**src/rtl/p2l_pkg.sv**
```systemverilog
`timescale 1ns / 1ps

package p2l_pkg;

  // Row and palette sizing
  localparam int MAX_ROW_PIXELS = 4096;
  localparam int PAL_ENTRIES    = 256;
  localparam int PAL_AW         = (PAL_ENTRIES > 1) ? $clog2(PAL_ENTRIES) : 1;
  localparam int PAL_W          = 32;
  localparam int LEN_W          = $clog2(MAX_ROW_PIXELS + 1);
  localparam int CNT_W          = (MAX_ROW_PIXELS > 1) ? $clog2(MAX_ROW_PIXELS) : 1;

  // Command queue between front and back
  localparam int Q_DEPTH = 4;
  localparam int Q_AW    = $clog2(Q_DEPTH);

  // Configuration port
  localparam int CFG_IDX_W  = 2;
  localparam int CFG_DATA_W = 13;

  // Stream payload widths
  localparam int S_TDATA_W = 48;
  localparam int M_TDATA_W = 8;

  typedef enum logic [CFG_IDX_W-1:0] {
    CFG_PIXEL_KIND  = 2'd0,
    CFG_SAMPLE_BITS = 2'd1,
    CFG_PAL_ALPHA   = 2'd2,
    CFG_ROW_PIXELS  = 2'd3
  } cfg_idx_e;

  typedef enum logic [2:0] {
    KIND_GRAY    = 3'd0,
    KIND_GRAY_A  = 3'd1,
    KIND_RGB     = 3'd2,
    KIND_RGB_A   = 3'd3,
    KIND_INDEX   = 3'd4
  } kind_e;

  typedef enum logic {
    OP_ROW_BYTE  = 1'b0,
    OP_PAL_WRITE = 1'b1
  } op_e;

  typedef enum logic [1:0] {
    CMD_PAL_WR = 2'd0,
    CMD_PACKED = 2'd1,
    CMD_PIXEL  = 2'd2
  } cmd_e;

  // log2 of bits per packed sample: 1, 2, 4, 8 bits
  typedef enum logic [1:0] {
    BITS_1 = 2'd0,
    BITS_2 = 2'd1,
    BITS_4 = 2'd2,
    BITS_8 = 2'd3
  } bits_e;

  typedef struct packed {
    logic [2:0]            pixel_kind;
    logic [3:0]            sample_bits;
    logic                  pal_alpha_on;
    logic [CFG_DATA_W-1:0] row_pixels;
  } cfg_t;

  // One queued command. data is the row byte or the palette index.
  typedef struct packed {
    cmd_e       cmd;
    logic [7:0] data;
    logic [7:0] red;
    logic [7:0] green;
    logic [7:0] blue;
    logic [7:0] alpha;
    logic       use_alpha;
    logic       is_index;
    bits_e      bits_log;
  } q_item_t;

endpackage

```
**src/rtl/p2l_front.sv**
```systemverilog
`timescale 1ns / 1ps

module p2l_front
  import p2l_pkg::*;
(
  input  logic                 clk_i,
  input  logic                 rst_ni,
  input  cfg_t                 cfg_i,
  input  logic                 in_valid_i,
  output logic                 in_ready_o,
  input  logic                 in_op_i,
  input  logic [S_TDATA_W-1:0] in_data_i,
  input  logic                 q_full_i,
  output logic                 q_push_o,
  output q_item_t              q_item_o
);

  logic [1:0]  phase_q, phase_d;
  logic [23:0] gath_q, gath_d;
  logic        acc;
  logic [7:0]  byte_in;
  bits_e       bits_log;

  assign in_ready_o = !q_full_i;
  assign acc        = in_valid_i && !q_full_i;
  assign byte_in    = in_data_i[7:0];

  always_comb begin
    case (cfg_i.sample_bits)
      4'd1:    bits_log = BITS_1;
      4'd2:    bits_log = BITS_2;
      4'd4:    bits_log = BITS_4;
      default: bits_log = BITS_8;
    endcase
  end

  always_comb begin
    phase_d            = phase_q;
    gath_d             = gath_q;
    q_push_o           = 1'b0;
    q_item_o           = '0;
    q_item_o.cmd       = CMD_PIXEL;
    q_item_o.bits_log  = bits_log;
    q_item_o.data      = byte_in;
    if (acc) begin
      if (op_e'(in_op_i) == OP_PAL_WRITE) begin
        q_push_o       = 1'b1;
        q_item_o.cmd   = CMD_PAL_WR;
        q_item_o.data  = in_data_i[15:8];
        q_item_o.red   = in_data_i[23:16];
        q_item_o.green = in_data_i[31:24];
        q_item_o.blue  = in_data_i[39:32];
        q_item_o.alpha = in_data_i[47:40];
      end else begin
        case (kind_e'(cfg_i.pixel_kind))
          KIND_GRAY, KIND_INDEX: begin
            q_push_o          = 1'b1;
            q_item_o.cmd      = CMD_PACKED;
            q_item_o.is_index = (kind_e'(cfg_i.pixel_kind) == KIND_INDEX);
            phase_d           = '0;
            gath_d            = '0;
          end
          KIND_GRAY_A, KIND_RGB, KIND_RGB_A: begin
            // pixel complete once phase + 1 reaches kind + 1 bytes
            if ({1'b0, phase_q} >= cfg_i.pixel_kind) begin
              q_push_o = 1'b1;
              phase_d  = '0;
              gath_d   = '0;
              case (kind_e'(cfg_i.pixel_kind))
                KIND_GRAY_A: begin
                  // the weights sum to 256, so luma of v,v,v is v
                  q_item_o.red       = gath_q[7:0];
                  q_item_o.green     = gath_q[7:0];
                  q_item_o.blue      = gath_q[7:0];
                  q_item_o.alpha     = byte_in;
                  q_item_o.use_alpha = 1'b1;
                end
                KIND_RGB: begin
                  q_item_o.red   = gath_q[15:8];
                  q_item_o.green = gath_q[7:0];
                  q_item_o.blue  = byte_in;
                end
                default: begin
                  q_item_o.red       = gath_q[23:16];
                  q_item_o.green     = gath_q[15:8];
                  q_item_o.blue      = gath_q[7:0];
                  q_item_o.alpha     = byte_in;
                  q_item_o.use_alpha = 1'b1;
                end
              endcase
            end else begin
              gath_d  = {gath_q[15:0], byte_in};
              phase_d = phase_q + 2'd1;
            end
          end
          default: begin
            // unknown kind: byte dropped
          end
        endcase
      end
    end
  end

  always_ff @(posedge clk_i or negedge rst_ni) begin
    if (!rst_ni) begin
      phase_q <= '0;
      gath_q  <= '0;
    end else begin
      phase_q <= phase_d;
      gath_q  <= gath_d;
    end
  end

endmodule

```
**config.mk**
```make
export PLATFORM = sky130hd
export DESIGN_NAME = p2l_front
export DESIGN_NICKNAME = d
export VERILOG_FILES = /design/src/rtl/p2l_pkg.sv /design/src/rtl/p2l_front.sv
export SDC_FILE = /design/constraint.sdc
export NUM_CORES = 1
export LEC_CHECK = 0
export BUFFER_PORTS_ARGS = -buffer_cell sky130_fd_sc_hd__buf_2
export CORE_UTILIZATION = 30
export DETAILED_ROUTE_END_ITERATION = 16
export PLACE_DENSITY = 0.69
export SLEW_MARGIN = 30
export SYNTH_ARGS = -nofsm -noshare
export SYNTH_HDL_FRONTEND = slang
export SYNTH_SLANG_ARGS = --single-unit
```
**constraint.sdc**
```tcl
create_clock -name clk_i -period 2.08 [get_ports clk_i]
set_input_delay 0.104 -clock clk_i [delete_from_list [all_inputs] [get_ports clk_i]]
set_output_delay 0.104 -clock clk_i [all_outputs]
set_load 0.05 [all_outputs]
```
* After elaboration in Yosys (flattened, before gate mapping)
Index checks and enable logic that the tools add are counted.
** Word-level totals
- Input port bits :: 74
- Register bits :: 26
- Word-level logic and storage cells :: 39
** Cells by class
- Mux-type cells :: 20
- Equal/unequal tests :: 7
- Add/subtract/negate cells :: 1
- $lt $le $gt $ge :: 1
- Bitwise gates (word level) :: 1
- Reductions and logical operators :: 7
** Operator list (number)
- one-hot mux 24 bit (2 select lines) :: 2
- two-way mux 33 bit :: 2
- two-way mux 44 bit :: 1
- two-way mux 32 bit :: 1
- two-way mux 24 bit :: 1
- two-way mux 9 bit :: 1
- two-way mux 2 bit :: 4
- two-way mux 8 bit :: 1
- equality test 3 x 2 -> 1 bit (second input constant) :: 2
- one-hot mux 2 bit (3 select lines) :: 1
- equality test 4 x 1 -> 1 bit (second input constant) :: 1
- equality test 4 x 2 -> 1 bit (second input constant) :: 1
- equality test 4 x 3 -> 1 bit (second input constant) :: 1
- two-way mux 1 bit :: 4
- one-hot mux 2 bit (2 select lines) :: 1
- equality test 3 x 1 -> 1 bit (second input constant) :: 1
- equality test 3 bit (second input constant) :: 1
- greater-or-equal comparator 2 x 3 -> 1 bit :: 1
- logical NOT 3 bit :: 1
- AND reduction 3 bit :: 1
- OR reduction 3 bit :: 1
- adder 2 x 1 -> 2 bit (second input constant) :: 1
- one-hot mux 1 bit (2 select lines) :: 1
- nonzero test 2 bit :: 1
- 4 further kinds :: 4

* Depth between registers and ports, before layout
- Word-level depth :: 6
- Gate-level depth with buffers :: 8

* Worst setup path after synthesis
OpenSTA, ideal clock, no wires.
- Path kind :: input-to-output
- Start point :: input port q_full_i
- End point :: output port q_item_o[2] (netlist bit)
- Required time :: 1.976 ns
- Buffers on the path :: 0
- Stages on the path :: 3
- Arrival time :: 2.468 ns
- Setup slack :: -0.492 ns
- Cell sequence :: nand2b_1 > nor4_1 > and2_1
** RTL lines
- start: declaration :: line p2l_front.sv:13 : input logic q_full_i,
- end: declaration :: line p2l_front.sv:15 : output q_item_t q_item_o

==> results.rst <==
.. list-table::
   :header-rows: 1

   * - Metric
     - Value
   * - Count of distinct cell types in the synthesized netlist
     - 32
   * - Grt ovf
     - 0
   * - Capturing element type of the critical path
     - output pin
   * - Setup repair after global routing missed its margin
     - yes
   * - Sequential area share after synthesis
     - 32.93%
   * - Sort of element at the start of the critical path
     - register
   * - Wirelength per Cell
     - 15.15 um
   * - Die outline height
     - 83.15 um
   * - Cts bufs inserted
     - 3
   * - Total wire length
     - 5983 um
   * - Count of warnings emitted by yosys
     - 0
   * - Area delta synth->final
     - 49.08%
   * - Cell at the slowest stage of the critical path
     - sky130_fd_sc_hd__dfrtp_1
   * - Final HPWL from detailed placement
     - 4365 um
   * - Critical-path cell list
     - inv_2 > ha_4 > nand2b_4 > a21oi_4 > nor4_4 > buf_12 > a22o_1 > buf_6
   * - Top-level port count
     - 122
   * - WP data arrival
     - 1960 ps
   * - Number of enable flip-flop cells after synthesis
     - 0
   * - Clock latency on the worst-skew pair
     - 270 ps
   * - Sum of internal, switching and leakage power
     - 1.557 mW
   * - Buffer and inverter count on the worst path
     - 3
   * - Largest cells by area after synthesis
     - sky130_fd_sc_hd__dfrtp_1 33%, sky130_fd_sc_hd__a22o_1 18%, sky130_fd_sc_hd__mux2i_1 8.1%
   * - Max frequency
     - 0.4852 GHz
   * - Finished Cell Area
     - 0.002945 mm2
   * - Starting DRT DRC Count
     - 113
   * - Relative contribution of combinational cells to total power
     - 40.5%
   * - Multi-input logic area
     - 0.001315 mm2
   * - Synth Net Count
     - 283
   * - Async set-or-reset flop fraction in the synthesized netlist
     - 100.0%
   * - Sequential cell area
     - 650.6 um2
   * - Power per cell area
     - 528.6 mW/mm2
   * - Die boundary width
     - 83.15 um
   * - Worst Path Max Fanout
     - 9
   * - Worst path required time
     - 1980 ps
   * - Die outline area
     - 0.006914 mm2
   * - Initial antenna violation count
     - 0
   * - Worst-case clock buffer depth
     - 2
   * - Clock share of power
     - 20.5%
   * - Ratio of cells with drive above 1 in the final layout
     - 49.69%
   * - Top_reg_cell synth
     - sky130_fd_sc_hd__dfrtp_1
   * - Maximum vdd drop
     - 0.2580 mV
   * - Number of clock sinks seen by CTS
     - 26
   * - Startpoint-to-endpoint class of the critical path
     - register to output pin
   * - Antenna-violating nets left
     - 0
   * - Part of the total power dissipated in sequential elements
     - 39.0%
   * - Endpoints failing setup
     - 0
   * - Tightest hold margin
     - 115.4 ps
   * - Cell area after synthesis
     - 0.001976 mm2
   * - Post-synthesis average cell area
     - 9.544 um2
   * - MaxCap Viol Count
     - 0
   * - Clock tree from TritonCTS
     - done
   * - DR vias/cell
     - 5.314
   * - Most frequent cells after synthesis
     - 40 x sky130_fd_sc_hd__a22o_1, 26 x sky130_fd_sc_hd__dfrtp_1, 22 x sky130_fd_sc_hd__o21ai_0
   * - Post-synthesis register bit count
     - 26
   * - Internal portion of total power
     - 0.9909 mW
   * - Clock input transition at the sequential cells of the worst setup and hold paths
     - 80 ps
   * - GPL Wtd Cong
     - 0.7997
   * - Share of the synthesized area in the top cell type
     - 32.93%
   * - Global-route wire length before repair
     - 9459 um
   * - Transition time of the tightest slew-check pin
     - 578.1 ps
   * - Most repeated cell in the gate-level netlist after synthesis
     - sky130_fd_sc_hd__a22o_1
   * - Crit path time final
     - 2061 ps
   * - Worst clock skew
     - 1.620 ps
   * - Area after DPL
     - 0.002673 mm2
   * - Relative max-transition margin
     - 61.46%
   * - Total via count in the routed design
     - 2099
   * - Final Cycle Share
     - 99.09%
   * - Switching part of the total power
     - 36.36%
   * - Placement row count
     - 29
   * - Slowest cell delay on critical path
     - 370 ps
   * - Total DRC errors in the routed layout
     - 0
   * - Std-Cell Core Area
     - 0.006350 mm2
   * - Yosys top cell by area
     - sky130_fd_sc_hd__dfrtp_1
   * - Hold violation total from the final report
     - 0
   * - Net Switching
     - 0.5661 mW
   * - Final Max Tran Viols
     - 0
   * - Maximum number of pins on one net before global-route repair
     - 41
   * - Root buffer cell
     - sky130_fd_sc_hd__clkbuf_8
   * - Result of the run
     - finished clean
   * - Post-Route Utilization
     - 46.38%
   * - # nets final
     - 395
   * - Family with the most delay on the worst path
     - simple AND/OR/NAND/NOR gates
   * - Cell Count Post-Placement
     - 382
   * - Leakage Power
     - 1.393 nW
   * - Diode insertion count for antenna repair
     - 0
   * - Total of buffers placed on input and output ports
     - 107
   * - Vias in the first global route
     - 1983
   * - H-tree lvl count
     - 1
   * - Gate count of the mapped netlist
     - 207
   * - Non-filler cells in the finished layout
     - 395
   * - Worst min path class
     - input port to register
   * - Tot GR Track Use
     - 16.91%
   * - Fillcell total
     - 611
   * - Detailed-routing iteration count for the pre-antenna-repair pass
     - 4
   * - Initial cell density of the core
     - 31.11%
layout make-up:
class	count	share of cell area, %
Clock buffer	4	1.869
Sequential cell	26	22.09
Multi-Input combinational cell	158	44.65
Timing Repair Buffer	126	27.61
Inverter	4	0.5098
Tap cell	77	3.271
power groups by stage:
| stage | clock network (mW) | logic (mW) | registers [mW] |
|---|---|---|---|
| floorplan | 0 | 0.390 | 0.595 |
| global placement | 0 | 0.533 | 0.613 |
| detailed placement | 0 | 0.543 | 0.615 |
| CTS | 0.327 | 0.581 | 0.603 |
| global route | 0.347 | 0.677 | 0.614 |
| finish | 0.320 | 0.630 | 0.607 |
what timing repair did:
action,4_1_cts,5_1_grt
endpoints found under the setup margin,32,40
buffers inserted,5,4
endpoints found under the hold margin,26,0
pin swaps,2,2
resized for setup,19,36
hold buffers,1,0
cell usage in the layout (no fill, tap or decap), types with 3 or more instances in the layout:
cell,netlist,final
sky130_fd_sc_hd__xnor2_1,3,3
sky130_fd_sc_hd__clkbuf_8,0,4
sky130_fd_sc_hd__a22o_4,0,7
sky130_fd_sc_hd__o21ai_1,6,9
sky130_fd_sc_hd__mux2_2,9,9
sky130_fd_sc_hd__o21ai_0,22,19
sky130_fd_sc_hd__buf_6,2,14
sky130_fd_sc_hd__a22o_1,40,33
sky130_fd_sc_hd__dfrtp_1,26,26
sky130_fd_sc_hd__mux2i_1,16,16
sky130_fd_sc_hd__o22ai_1,8,8
sky130_fd_sc_hd__inv_1,4,3
sky130_fd_sc_hd__buf_2,9,85
sky130_fd_sc_hd__buf_4,2,24
sky130_fd_sc_hd__nand2_1,17,17
sky130_fd_sc_hd__o221ai_1,8,8
routing by layer:
metal	up-vias	part of all wire (%)	track usage (%)
li1	1026	-	-
met1	961	45	21.68
met2	106	47	29.21
met3	6	6.9	3.380
met4	0	1.1	3.918
met5	-	0	0
cells by family (layout without fill, tap and decap cells):
group           count (synthesis)  after routing  synth area share (%)
compound gates                 87             87                 32.17
xor+xnor                        3              3                 1.330
fa+ha+maj                       2              2                 1.266
buf+inv                        23            134                 6.142
flops                          26             26                 32.93
mux                            25             25                 13.24
simple gates                   41             41                 12.92
per-stage QoR:
step           setup TNS, ps  setup WS (ps)
2_1_floorplan          -3824         -372.5
3_3_place_gp               0          69.42
3_5_place_dp               0          34.92
4_1_cts               -10.02         -4.012
5_1_grt               -877.7         -53.52
6_report                   0          18.90
registers in the layout (all words and copies together), names as in the netlist:
| register | flops |
|---|---|
| gath_q | 24 |
| phase_q | 2 |
path summary, 6_finish.rpt:
kind                                          end  slack (ps)                   start  cells after the start
max                                  q_item_o[10]          20  phase_q[0]$_DFFE_PN0P_                      8
min                         gath_q[6]$_DFFE_PN0P_         120            in_data_i[6]                      2
max reg2reg                gath_q[22]$_DFFE_PN0P_         160  phase_q[0]$_DFFE_PN0P_                      8
min reg2reg                gath_q[19]$_DFFE_PN0P_         530  gath_q[19]$_DFFE_PN0P_                      1
max in group asynchronous  gath_q[23]$_DFFE_PN0P_        1330                  rst_ni                      2
min in group asynchronous  gath_q[13]$_DFFE_PN0P_         360                  rst_ni                      2
No activity file was read; power rests on OpenSTA's default activity.
