**config.mk**
```make
export PLATFORM = sky130hd
export DESIGN_NAME = p2l_queue
export DESIGN_NICKNAME = d
export VERILOG_FILES = /design/src/rtl/p2l_pkg.sv /design/src/rtl/p2l_queue.sv
export SDC_FILE = /design/constraint.sdc
export NUM_CORES = 1
export LEC_CHECK = 0
export ABC_CLOCK_PERIOD_IN_PS = 3240
export BUFFER_PORTS_ARGS = -buffer_cell sky130_fd_sc_hd__buf_4
export CAP_MARGIN = 15
export CORE_UTILIZATION = 59
export CTS_BUF_LIST = sky130_fd_sc_hd__clkbuf_2
export DETAILED_ROUTE_END_ITERATION = 7
export GPL_ROUTABILITY_DRIVEN = 0
export PLACE_DENSITY = 0.82
export SLEW_MARGIN = 20
export SYNTH_ARGS = -nofsm -noshare
export SYNTH_HDL_FRONTEND = slang
export SYNTH_SLANG_ARGS = --single-unit
```
**constraint.sdc**
```tcl
create_clock -name clk_i -period 3.24 [get_ports clk_i]
set_clock_uncertainty 0.1 [all_clocks]
set_input_delay 0.648 -clock clk_i [delete_from_list [all_inputs] [get_ports clk_i]]
set_output_delay 0.648 -clock clk_i [all_outputs]
set_load 0.01 [all_outputs]
```
**src/rtl/p2l_pkg.sv**
```systemverilog
`timescale 1ns / 1ps

package p2l_pkg;

  // Row and palette sizing
  localparam int MAX_ROW_PIXELS = 4096;
  localparam int PAL_ENTRIES    = 256;
  localparam int PAL_AW         = (PAL_ENTRIES > 1) ? $clog2(PAL_ENTRIES) : 1;
  localparam int PAL_W          = 32;
  localparam int LEN_W          = $clog2(MAX_ROW_PIXELS + 1);
  localparam int CNT_W          = (MAX_ROW_PIXELS > 1) ? $clog2(MAX_ROW_PIXELS) : 1;

  // Command queue between front and back
  localparam int Q_DEPTH = 4;
  localparam int Q_AW    = $clog2(Q_DEPTH);

  // Configuration port
  localparam int CFG_IDX_W  = 2;
  localparam int CFG_DATA_W = 13;

  // Stream payload widths
  localparam int S_TDATA_W = 48;
  localparam int M_TDATA_W = 8;

  typedef enum logic [CFG_IDX_W-1:0] {
    CFG_PIXEL_KIND  = 2'd0,
    CFG_SAMPLE_BITS = 2'd1,
    CFG_PAL_ALPHA   = 2'd2,
    CFG_ROW_PIXELS  = 2'd3
  } cfg_idx_e;

  typedef enum logic [2:0] {
    KIND_GRAY    = 3'd0,
    KIND_GRAY_A  = 3'd1,
    KIND_RGB     = 3'd2,
    KIND_RGB_A   = 3'd3,
    KIND_INDEX   = 3'd4
  } kind_e;

  typedef enum logic {
    OP_ROW_BYTE  = 1'b0,
    OP_PAL_WRITE = 1'b1
  } op_e;

  typedef enum logic [1:0] {
    CMD_PAL_WR = 2'd0,
    CMD_PACKED = 2'd1,
    CMD_PIXEL  = 2'd2
  } cmd_e;

  // log2 of bits per packed sample: 1, 2, 4, 8 bits
  typedef enum logic [1:0] {
    BITS_1 = 2'd0,
    BITS_2 = 2'd1,
    BITS_4 = 2'd2,
    BITS_8 = 2'd3
  } bits_e;

  typedef struct packed {
    logic [2:0]            pixel_kind;
    logic [3:0]            sample_bits;
    logic                  pal_alpha_on;
    logic [CFG_DATA_W-1:0] row_pixels;
  } cfg_t;

  // One queued command. data is the row byte or the palette index.
  typedef struct packed {
    cmd_e       cmd;
    logic [7:0] data;
    logic [7:0] red;
    logic [7:0] green;
    logic [7:0] blue;
    logic [7:0] alpha;
    logic       use_alpha;
    logic       is_index;
    bits_e      bits_log;
  } q_item_t;

endpackage

```
**src/rtl/p2l_queue.sv**
```systemverilog
`timescale 1ns / 1ps

module p2l_queue
  import p2l_pkg::*;
(
  input  logic    clk_i,
  input  logic    rst_ni,
  input  logic    push_i,
  input  q_item_t item_i,
  output logic    full_o,
  output logic    head_valid_o,
  output q_item_t head_o,
  input  logic    pop_i
);

  q_item_t       mem_q [Q_DEPTH];
  logic [Q_AW:0] wptr_q, rptr_q;

  assign head_valid_o = (wptr_q != rptr_q);
  assign full_o       = (wptr_q[Q_AW] != rptr_q[Q_AW]) &&
                        (wptr_q[Q_AW-1:0] == rptr_q[Q_AW-1:0]);
  assign head_o       = mem_q[rptr_q[Q_AW-1:0]];

  always_ff @(posedge clk_i) begin
    if (push_i && !full_o) begin
      mem_q[wptr_q[Q_AW-1:0]] <= item_i;
    end
  end

  always_ff @(posedge clk_i or negedge rst_ni) begin
    if (!rst_ni) begin
      wptr_q <= '0;
      rptr_q <= '0;
    end else begin
      if (push_i && !full_o) begin
        wptr_q <= wptr_q + 1'b1;
      end
      if (pop_i && head_valid_o) begin
        rptr_q <= rptr_q + 1'b1;
      end
    end
  end

endmodule

```
[Word level (Yosys, flattened, before mapping)]
Memories as Yosys holds them, arrays and structs flattened.
Cells that the tools add are included.
Storage, ports and cells
  register bits: 6
  memory bits (read-only): 0
  input port bits: 50
  memory bits (writable): 184
  bits in latches: 0
  memories: 1
Cells by class
  mux-type cells: 2
  div/mod/pow operators: 0
  equal/unequal tests: 3
  bitwise operators: 0
  $lt $le $gt $ge: 0
  shifts and indexed selects: 0
  reductions and logical operators: 4
  multipliers: 0
  add/subtract/negate cells: 2
Memory list
  mem_q: depth 4, width 46, rd ports 1, clocked after Yosys merged registers in 0, write ports 1, RTL line p2l_queue.sv:16  | q_item_t mem_q [Q_DEPTH];
Operators by type and width (count)
  adder 3 x 1 -> 3 bit, second input constant: 2
  logical AND 1 bit: 3
  inequality test 3 bit: 1
  equality test 2 bit: 1
  2-to-1 mux 1 bit: 2
  zero test 1 bit: 1
  inequality test 1 bit: 1

[Depth between registers and ports, before layout]
Gate-level depths: netlist of the first run.
  depth after elaboration: 6
  mapped depth: 5
  depth with buffers taken out: 5

[Least setup slack after synthesis of the first run]
No wires, ideal clock.
  kind: reg-to-reg
  start: register wptr_q[0]
  end: memory mem_q[1][0] (netlist name) (enable)
  stages on the path, launching flop included: 4
  data required time: 2.732 ns
  setup slack: 0.729 ns
  arrival: 2.003 ns
  path buffers: 0
  path through: dfrtp_1 > xnor2_2 > nand3_1 > and3_1
Between the ends
  cells in the longest elaborated chain, start to end: 6
Ends and longest elaborated chain
  start: declaration: RTL line p2l_queue.sv:17  | logic [Q_AW:0] wptr_q, rptr_q;
  start signal: assignment: RTL line p2l_queue.sv:36  | wptr_q <= wptr_q + 1'b1;
  equality test 2 bit: RTL line p2l_queue.sv:21  | (wptr_q[Q_AW-1:0] == rptr_q[Q_AW-1:0]);
  logical AND 1 bit: RTL line p2l_queue.sv:20  | assign full_o = (wptr_q[Q_AW] != rptr_q[Q_AW]) &&
  zero test 1 bit: RTL line p2l_queue.sv:25  | if (push_i && !full_o) begin
  logical AND 1 bit: RTL line p2l_queue.sv:25
  2-to-1 mux 1 bit: RTL line p2l_queue.sv:25
  2-to-1 mux 1 bit (not written as such): RTL line p2l_queue.sv:26  | mem_q[wptr_q[Q_AW-1:0]] <= item_i;
  end: declaration: RTL line p2l_queue.sv:16
Parallel ways exist; a longest one is shown, timed or not.

==> impl_metrics.yaml, run 1 <==
synth:
  synthTopCellsByCount: "edfxtp_1 (184), mux4_2 (46), dfrtp_1 (6)"
  synth_warnings: 0
  synthTopCellsByArea: "edfxtp_1 (77%), mux4_2 (14%), dfrtp_1 (2.1%)"
  synth.most_common_cell: "edfxtp_1"
  synth_top_area_share: 0.771
  synth_top_area_cell: "edfxtp_1"
  avgSynthCellArea_um2: 24.7
  synth_edf_count: 184
  synth_nets: 345
  yosys_register_bits: 190
  synth_cell_types: 25
  async_reset_ff_frac: 0.0316
  synth_area_um2: 7160
  synthFlopType: "edfxtp_1"
  syn_inst: 290
  ys_seq_area_frac: 0.792
floorplan:
  initial_core_util: 0.617
  num_io_pins: 98
  dieHeight_um: 112
  coreArea_um2: 11600
  core.rowCount: 39
  die_w_um: 112
  die-area_um2: 12600
timing:
  tightest_slew_ns: 0.569
  fin_hold_ws_ns: 0.120
  maxSlewViolCount: 0
  fmax_mhz: 324
  final_hold_viol_count: 0
  period_minus_slack_ns: 3.09
  setup_slack_ns: 0.151
  maxSlewHeadroom: 0.620
  finalSetupTns_ns: 0
  setup_viol: 0
  final.period_utilization: 0.953
  rsz0062_at_grt: "false"
detailed_routing:
  drc_errors: 4
  wl_per_cell_um: 21.3
  drt-vias-per-instance: 5.82
  final_antenna_net_count: 0
  num_vias: 3536
  drt_wl_total_mm: 12.9
  drtIter0Drc: 306
  drt_first_pass_iters: 7
min_path:
  hold_class: "in -> reg"
cts:
  root_buffer: "clkbuf_2"
  clk_pin_slew_ns: 0.24
  htreeDepth: 4
  cts_made_buffers: 17
  cts_tree: "yes"
  cts.sinks: 190
  clock_latency_ns: 0.70
  clock_path_buffers: 2
global_routing:
  grt_pass1_vias: 3781
  antenna_found_initial: 0
  grt_max_degree: 32
  track_usage: 0.221
  overflow: 0
  grt_pass1_wl_mm: 19.9
placement:
  detailed_place_hpwl_mm: 7.87
  dp.cells: 529
  io_buffers: 97
  dpl_worst_slack_ns: 0.782
  postPlaceCellArea_um2: 8130
worst_setup_path:
  path_cells: "buf_4 > mux4_2 > buf_4"
  crit_path_top_delay_cell: "dfrtp_2"
  path_max_fanout: 19
  cp-start-kind: "flop"
  crit_arrival_ns: 2.34
  crit_type: "reg -> out"
  cp_common_cell: "buf_4"
  endpoint_kind: "output port"
  slowest_delay_ns: 0.79
  worstPathRequired_ns: 2.49
cells_and_area:
  finalNonFillerCells: 608
  area_growth_pct: 24.7
  fin_util: 0.769
  fin_area_um2: 8930
  fill_cells: 617
  drive_above_1_share: 0.422
  diodes: 0
  num-nets-final: 508
run_status:
  status: "complete, but fails checks"
  violations: "DRC"
job:
  cap_viol_max_count: 0
pwr:
  powerDensity_nw_per_um2: 845
  p_leak_nw: 3.12
  finalPower_mw: 7.55
  ir_drop_v: 0.000509
## path summary, 6_finish.rpt
path                            slack, ns  depth (start not counted)                endpoint             startpoint
worst max-delay path                 0.15                          3              head_o[13]  rptr_q[1]$_DFFE_PN0P_
worst min-delay path                 0.12                          3   rptr_q[0]$_DFFE_PN0P_                  pop_i
worst max register to register       0.81                          5  mem_q[2][44]$_DFFE_PP_  rptr_q[0]$_DFFE_PN0P_
worst min register to register       0.51                          1   wptr_q[2]$_DFFE_PN0P_  wptr_q[2]$_DFFE_PN0P_
max in group asynchronous            2.74                          2   rptr_q[0]$_DFFE_PN0P_                 rst_ni
min in group asynchronous            0.17                          2   rptr_q[2]$_DFFE_PN0P_                 rst_ni
## logic make-up (layout without fill, tap and decap cells)
| group | after synthesis | after routing | share of synthesized area |
|---|---|---|---|
| xor+xnor | 9 | 9 | 0.0152 |
| fa+ha+maj | 5 | 5 | 0.00873 |
| mux | 46 | 46 | 0.145 |
| buf+inv | 16 | 191 | 0.0166 |
| compound gates | 13 | 13 | 0.0143 |
| simple gates | 11 | 11 | 0.00821 |
| flops | 190 | 190 | 0.792 |
## layout by cell type (no fill, tap or decap), types with 5 or more instances in the layout
cell type	count
buf_12	6
bufinv_16	5
ha_1	5
dlygate4sd3_1	47
buf_4	102
mux4_2	46
clkbuf_2	17
edfxtp_1	184
## layout make-up
| type | count | area, um2 | area share |
|---|---|---|---|
| Clock buffer | 17 | 85.1 | 0.00953 |
| Clock inverter | 14 | 215 | 0.0241 |
| Inverter | 4 | 15.0 | 0.00168 |
| Multi-Input combinational cell | 84 | 1380 | 0.155 |
| Sequential cell | 190 | 5680 | 0.636 |
| Tap cell | 143 | 179 | 0.0200 |
| Timing Repair Buffer | 156 | 1370 | 0.154 |
## timing repair
action | in CTS | in global routing
hold buffers | 47 | 0
setup endpoints to repair | 29 | 1
hold endpoints to repair | 190 | 0
buffers inserted | 1 | 0
gates resized for setup | 0 | 1
## metal layers
layer / share of wire / track usage / vias up
met3: 0.059 / 0.0648 / 18
met1: 0.41 / 0.280 / 1838
met5: 0 / 0 / -
met2: 0.51 / 0.363 / 126
li1: - / - / 1554
met4: 0.015 / 0.0924 / 0
## report_power, final
group	total (mW)	switching, mW	internal [mW]
logic	2.70	1.29	1.41
clock network	1.34	0.751	0.586
registers	3.51	0.247	3.26
total	7.55	2.29	5.26
## sequential cells by signal (all words and copies together), names as in the netlist
signal	flops
mem_q	184
rptr_q	3
wptr_q	3
## worst max-delay path, delay by kind of cell, from the launching register on
kind / cells / cell delay (ns)
buffers and inverters: 2 / 0.50
muxes: 1 / 0.34
DFF: 1 / 0.79
No activity file was read; power rests on OpenSTA's default activity.
==> run 2, diff against run 1 <==
--- a/config.mk
+++ b/config.mk
@@ -8,11 +8,10 @@
 export ABC_CLOCK_PERIOD_IN_PS = 3240
 export BUFFER_PORTS_ARGS = -buffer_cell sky130_fd_sc_hd__buf_4
 export CAP_MARGIN = 15
-export CORE_UTILIZATION = 59
-export CTS_BUF_LIST = sky130_fd_sc_hd__clkbuf_2
+export CORE_UTILIZATION = 57
 export DETAILED_ROUTE_END_ITERATION = 7
 export GPL_ROUTABILITY_DRIVEN = 0
-export PLACE_DENSITY = 0.82
+export PLACE_DENSITY = 0.79
 export SLEW_MARGIN = 20
 export SYNTH_ARGS = -nofsm -noshare
 export SYNTH_HDL_FRONTEND = slang
==> impl_metrics.yaml, run 2 (synthesis results as in run 1) <==
global_routing:
  overflow: 0
  track_usage: 0.211
  grt_pass1_vias: 3615
  antenna_found_initial: 0
  grt_pass1_wl_mm: 19.2
  grt_max_degree: 35
cells_and_area:
  layout_commonest_cell: "edfxtp_1"
  largest_reg_flops: 184
  num-nets-final: 463
  layout_common_cells: "edfxtp_1 (184), buf_4 (107), mux4_2 (46)"
  drive_above_1_share: 0.461
  diodes: 0
  fin_area_um2: 8730
  area_growth_pct: 21.9
timing:
  tightest_slew_ns: 0.516
  maxSlewHeadroom: 0.656
  rsz0062_at_grt: "false"
  setup_slack_ns: 0.323
  fmax_mhz: 343
  setup_viol: 0
  final_hold_viol_count: 0
  maxSlewViolCount: 0
  period_minus_slack_ns: 2.92
  final.period_utilization: 0.900
  finalSetupTns_ns: 0
placement:
  dpl_worst_slack_ns: 0.744
  postPlaceCellArea_um2: 8140
  detailed_place_hpwl_mm: 7.73
  io_buffers: 97
detailed_routing:
  drtIter0Drc: 230
  wl_met3_um: 741
  drc_errors: 0
  num_vias: 3359
  highest_layer: "met4"
  wl_per_cell_um: 21.1
  drt_first_pass_iters: 4
  drt-met1-wl_mm: 4.78
  drt_wl_total_mm: 12.4
  dr_wl_met2_mm: 6.62
  drt-vias-per-instance: 5.70
  final_antenna_net_count: 0
cts:
  clock_path_buffers: 2
  post_cts_buffers: 0
  clk_pin_slew_ns: 0.06
  cts.sinks: 190
  clock_latency_ns: 0.42
  root_buffer: "clkbuf_16"
  htreeDepth: 4
  cts_made_buffers: 17
  cts_tree: "yes"
min_path:
  min_from: "item_i[30]"
  hold_class: "in -> reg"
worst_setup_path:
  cp-start-kind: "flop"
  crit_type: "reg -> out"
  crit_arrival_ns: 2.17
  endpoint_kind: "output port"
  cp-startpoint: "rptr_q[0]$_DFFE_PN0P_"
  cp_common_cell: "buf_4"
  slowest_delay_ns: 0.67
  path_max_fanout: 18
  rr_startpoint: "rptr_q[0]$_DFFE_PN0P_"
  crit_path_top_delay_cell: "dfrtp_4"
  worstPathRequired_ns: 2.49
  path_cells: "buf_4 > mux4_2 > buf_4"
floorplan:
  dieHeight_um: 114
  coreArea_um2: 12100
  die_w_um: 114
  core.rowCount: 40
  die-area_um2: 13000
  initial_core_util: 0.591
  num_io_pins: 98
job:
  cap_viol_max_count: 0
run_status:
  status: "finished clean"
pwr:
  powerDensity_nw_per_um2: 925
  ir_drop_v: 0.000455
  p_leak_nw: 3.02
[run 2: cell count changes in the layout (fill, tap and decap cells not counted), moves of 2 or more]
cell	delta
dlygate4sd3_1	-46
clkbuf_16	+17
clkbuf_2	-17
buf_4	+5
buf_12	-3
clkinv_1	+3
bufinv_16	-2
inv_6	-2
[run 2: worst max-delay path: cells and delay by family, from the launching register on]
family	cells	cell delay [ns]
flops	1	0.67
mux	1	0.57
buf+inv	2	0.50
[run 2: timing repair]
item                      4_1_cts  5_1_grt
hold buffers                    1        0
gates resized for setup         0        0
hold endpoints to repair        6        0
[run 2: power by group]
group | switching [mW] | internal, mW
clock network | 0.822 | 1.20
registers | 0.251 | 3.27
logic | 1.23 | 1.30
[run 2: path summary, 6_finish.rpt]
| kind | end | slack, ns | cells after the start |
|---|---|---|---|
| worst max-delay path | head_o[33] | 0.32 | 3 |
| worst min-delay path | mem_q[2][30]$_DFFE_PP_ | 0.32 | 1 |
| worst max register to register | mem_q[0][12]$_DFFE_PP_ | 0.78 | 5 |
| worst min register to register | wptr_q[2]$_DFFE_PN0P_ | 0.51 | 1 |
| max in group asynchronous | rptr_q[0]$_DFFE_PN0P_ | 2.43 | 2 |
| min in group asynchronous | wptr_q[2]$_DFFE_PN0P_ | 0.48 | 2 |
[run 2: routing by layer]
| layer | track usage | vias to the layer above |
|---|---|---|
| li1 | - | 1465 |
| met1 | 0.256 | 1758 |
| met2 | 0.343 | 116 |
| met3 | 0.0672 | 20 |
| met4 | 0.108 | 0 |
| met5 | 0 | - |
[run 2: through the flow]
| step | power [mW] | instances | utilization | hold WS [ns] |
|---|---|---|---|---|
| 2_1_floorplan | 5.11 | 290 | - | 0.252 |
| 3_3_place_gp | 6.08 | 556 | 0.672 | 0.361 |
| 3_5_place_dp | 6.14 | 556 | 0.672 | 0.364 |
| 4_1_cts | 8.18 | 589 | 0.721 | 0.302 |
| 5_1_grt | 8.45 | 589 | 0.721 | 0.300 |
| 6_report | 8.08 | 589 | 0.721 | 0.324 |
[run 2: final cells by class]
| cell class | instances | area (um2) |
|---|---|---|
| Sequential cell | 190 | 5680 |
| Fill cell | 730 | 3380 |
| Multi-Input combinational cell | 84 | 1370 |
| Timing Repair Buffer | 111 | 873 |
| Clock buffer | 18 | 429 |
| Tap cell | 168 | 210 |
| Clock inverter | 14 | 150 |
| Inverter | 4 | 15.0 |
==> run 3, diff against run 2 <==
==> constraint.sdc (replaced) <==
create_clock -name clk_i -period 3.24 [get_ports clk_i]
set_clock_uncertainty 0.1 [all_clocks]
set_input_delay 0.81 -clock clk_i [delete_from_list [all_inputs] [get_ports clk_i]]
set_output_delay 0.81 -clock clk_i [all_outputs]
set_load 0.01 [all_outputs]
==> impl_metrics.yaml, run 3 (synthesis results as in run 1) <==
global_routing:
  grt_pass1_vias: 3552
  track_usage: 0.199
  antenna_found_initial: 1
  grt_pass1_wl_mm: 18.2
  grt_max_degree: 35
  overflow: 0
detailed_routing:
  drt_first_pass_iters: 4
  drt-vias-per-instance: 5.60
  drc_errors: 0
  final_antenna_net_count: 0
  wl_per_cell_um: 20.0
  drt_wl_total_mm: 11.7
  drtIter0Drc: 257
  num_vias: 3285
timing:
  period_minus_slack_ns: 2.84
  final_hold_viol_count: 0
  fmax_mhz: 352
  final.period_utilization: 0.878
  fin_hold_ws_ns: 0.0821
  maxSlewHeadroom: 0.663
  finalSetupTns_ns: 0
  setup_viol: 0
  tightest_slew_ns: 0.505
  rsz0062_at_grt: "false"
  maxSlewViolCount: 0
cts:
  cts_resized: 0
  cts.sinks: 190
  htreeDepth: 4
  hold_buffers: 0
  cts_tree: "yes"
  root_buffer: "clkbuf_16"
  post_cts_buffers: 0
  clock_latency_ns: 0.42
  clk_pin_slew_ns: 0.06
  clock_path_buffers: 2
  cts_made_buffers: 17
cells_and_area:
  layout_common_cells: "edfxtp_1 (184), buf_4 (105), mux4_2 (46)"
  diodes: 0
  largest_reg_flops: 184
  fin_area_um2: 8720
  num-nets-final: 462
  layout_commonest_cell: "edfxtp_1"
  drive_above_1_share: 0.456
  area_growth_pct: 21.7
  fin_util: 0.720
floorplan:
  die-area_um2: 13000
  initial_core_util: 0.591
  die_w_um: 114
  coreArea_um2: 12100
  core.rowCount: 40
  dieHeight_um: 114
  num_io_pins: 98
worst_setup_path:
  crit_arrival_ns: 1.93
  endpoint_kind: "output port"
  cp_common_cell: "buf_4"
  worstPathRequired_ns: 2.33
  path_max_fanout: 19
  cp-start-kind: "flop"
  path_cells: "buf_4 > mux4_2 > buf_4"
  crit_path_top_delay_cell: "mux4_2"
  slowest_delay_ns: 0.57
  crit_type: "reg -> out"
run_status:
  status: "finished clean"
placement:
  detailed_place_hpwl_mm: 7.33
  io_buffers: 97
  postPlaceCellArea_um2: 8170
pwr:
  p_leak_nw: 3.00
  ir_drop_v: 0.000552
  powerDensity_nw_per_um2: 916
min_path:
  hold_class: "in -> async"
job:
  cap_viol_max_count: 0
## run 3: worst max-delay path: cells and delay by family (launching register included)
kind	cells	cell delay, ns
buffers and inverters	2	0.51
muxes	1	0.57
DFF	1	0.42
## run 3: final timing paths
check / slack, ns / end / cells past startpoint / startpoint
setup / recovery: 0.40 / head_o[16] / 3 / rptr_q[0]$_DFFE_PN0P_
min in group clk_i: 0.48 / mem_q[2][0]$_DFFE_PP_ / 1 / item_i[0]
setup reg to reg: 0.90 / mem_q[0][39]$_DFFE_PP_ / 5 / rptr_q[0]$_DFFE_PN0P_
max in group asynchronous: 2.81 / rptr_q[0]$_DFFE_PN0P_ / 1 / rst_ni
hold reg to reg: 0.50 / wptr_q[2]$_DFFE_PN0P_ / 1 / wptr_q[2]$_DFFE_PN0P_
hold / removal: 0.08 / rptr_q[1]$_DFFE_PN0P_ / 1 / rst_ni
## run 3: cell type report
class                   count  area, um2
fillers                   747       3390
flip-flops and latches    190       5680
clock buffers              17        425
well taps                 168        210
repair buffers            110        888
inverters                   4       15.0
clock inverters            14        126
multi-input cells          84       1370
## run 3: metal layers
layer | share of wire | vias to the layer above | GRT usage | wire [um]
met5 | 0.00094 | - | 0 | 11
met4 | 0.012 | 2 | 0.0866 | 136
met3 | 0.055 | 12 | 0.0662 | 648
met2 | 0.54 | 90 | 0.347 | 6390
met1 | 0.39 | 1718 | 0.223 | 4550
li1 | - | 1463 | - | -
## run 3: where the power goes
part | internal [mW] | switching, mW
Combinational | 1.33 | 1.27
Clock | 1.11 | 0.820
Sequential | 3.27 | 0.187
Total | 5.71 | 2.28
## run 3: per-stage QoR
stage                     std cells  setup WS, ns  power, mW
after floorplan                 290         0.729       5.11
after global placement          556         0.829       6.08
after detailed placement        556         0.806       6.13
after CTS                       587         0.333       8.07
after global routing            587         0.280       8.35
final                           587         0.395       7.99
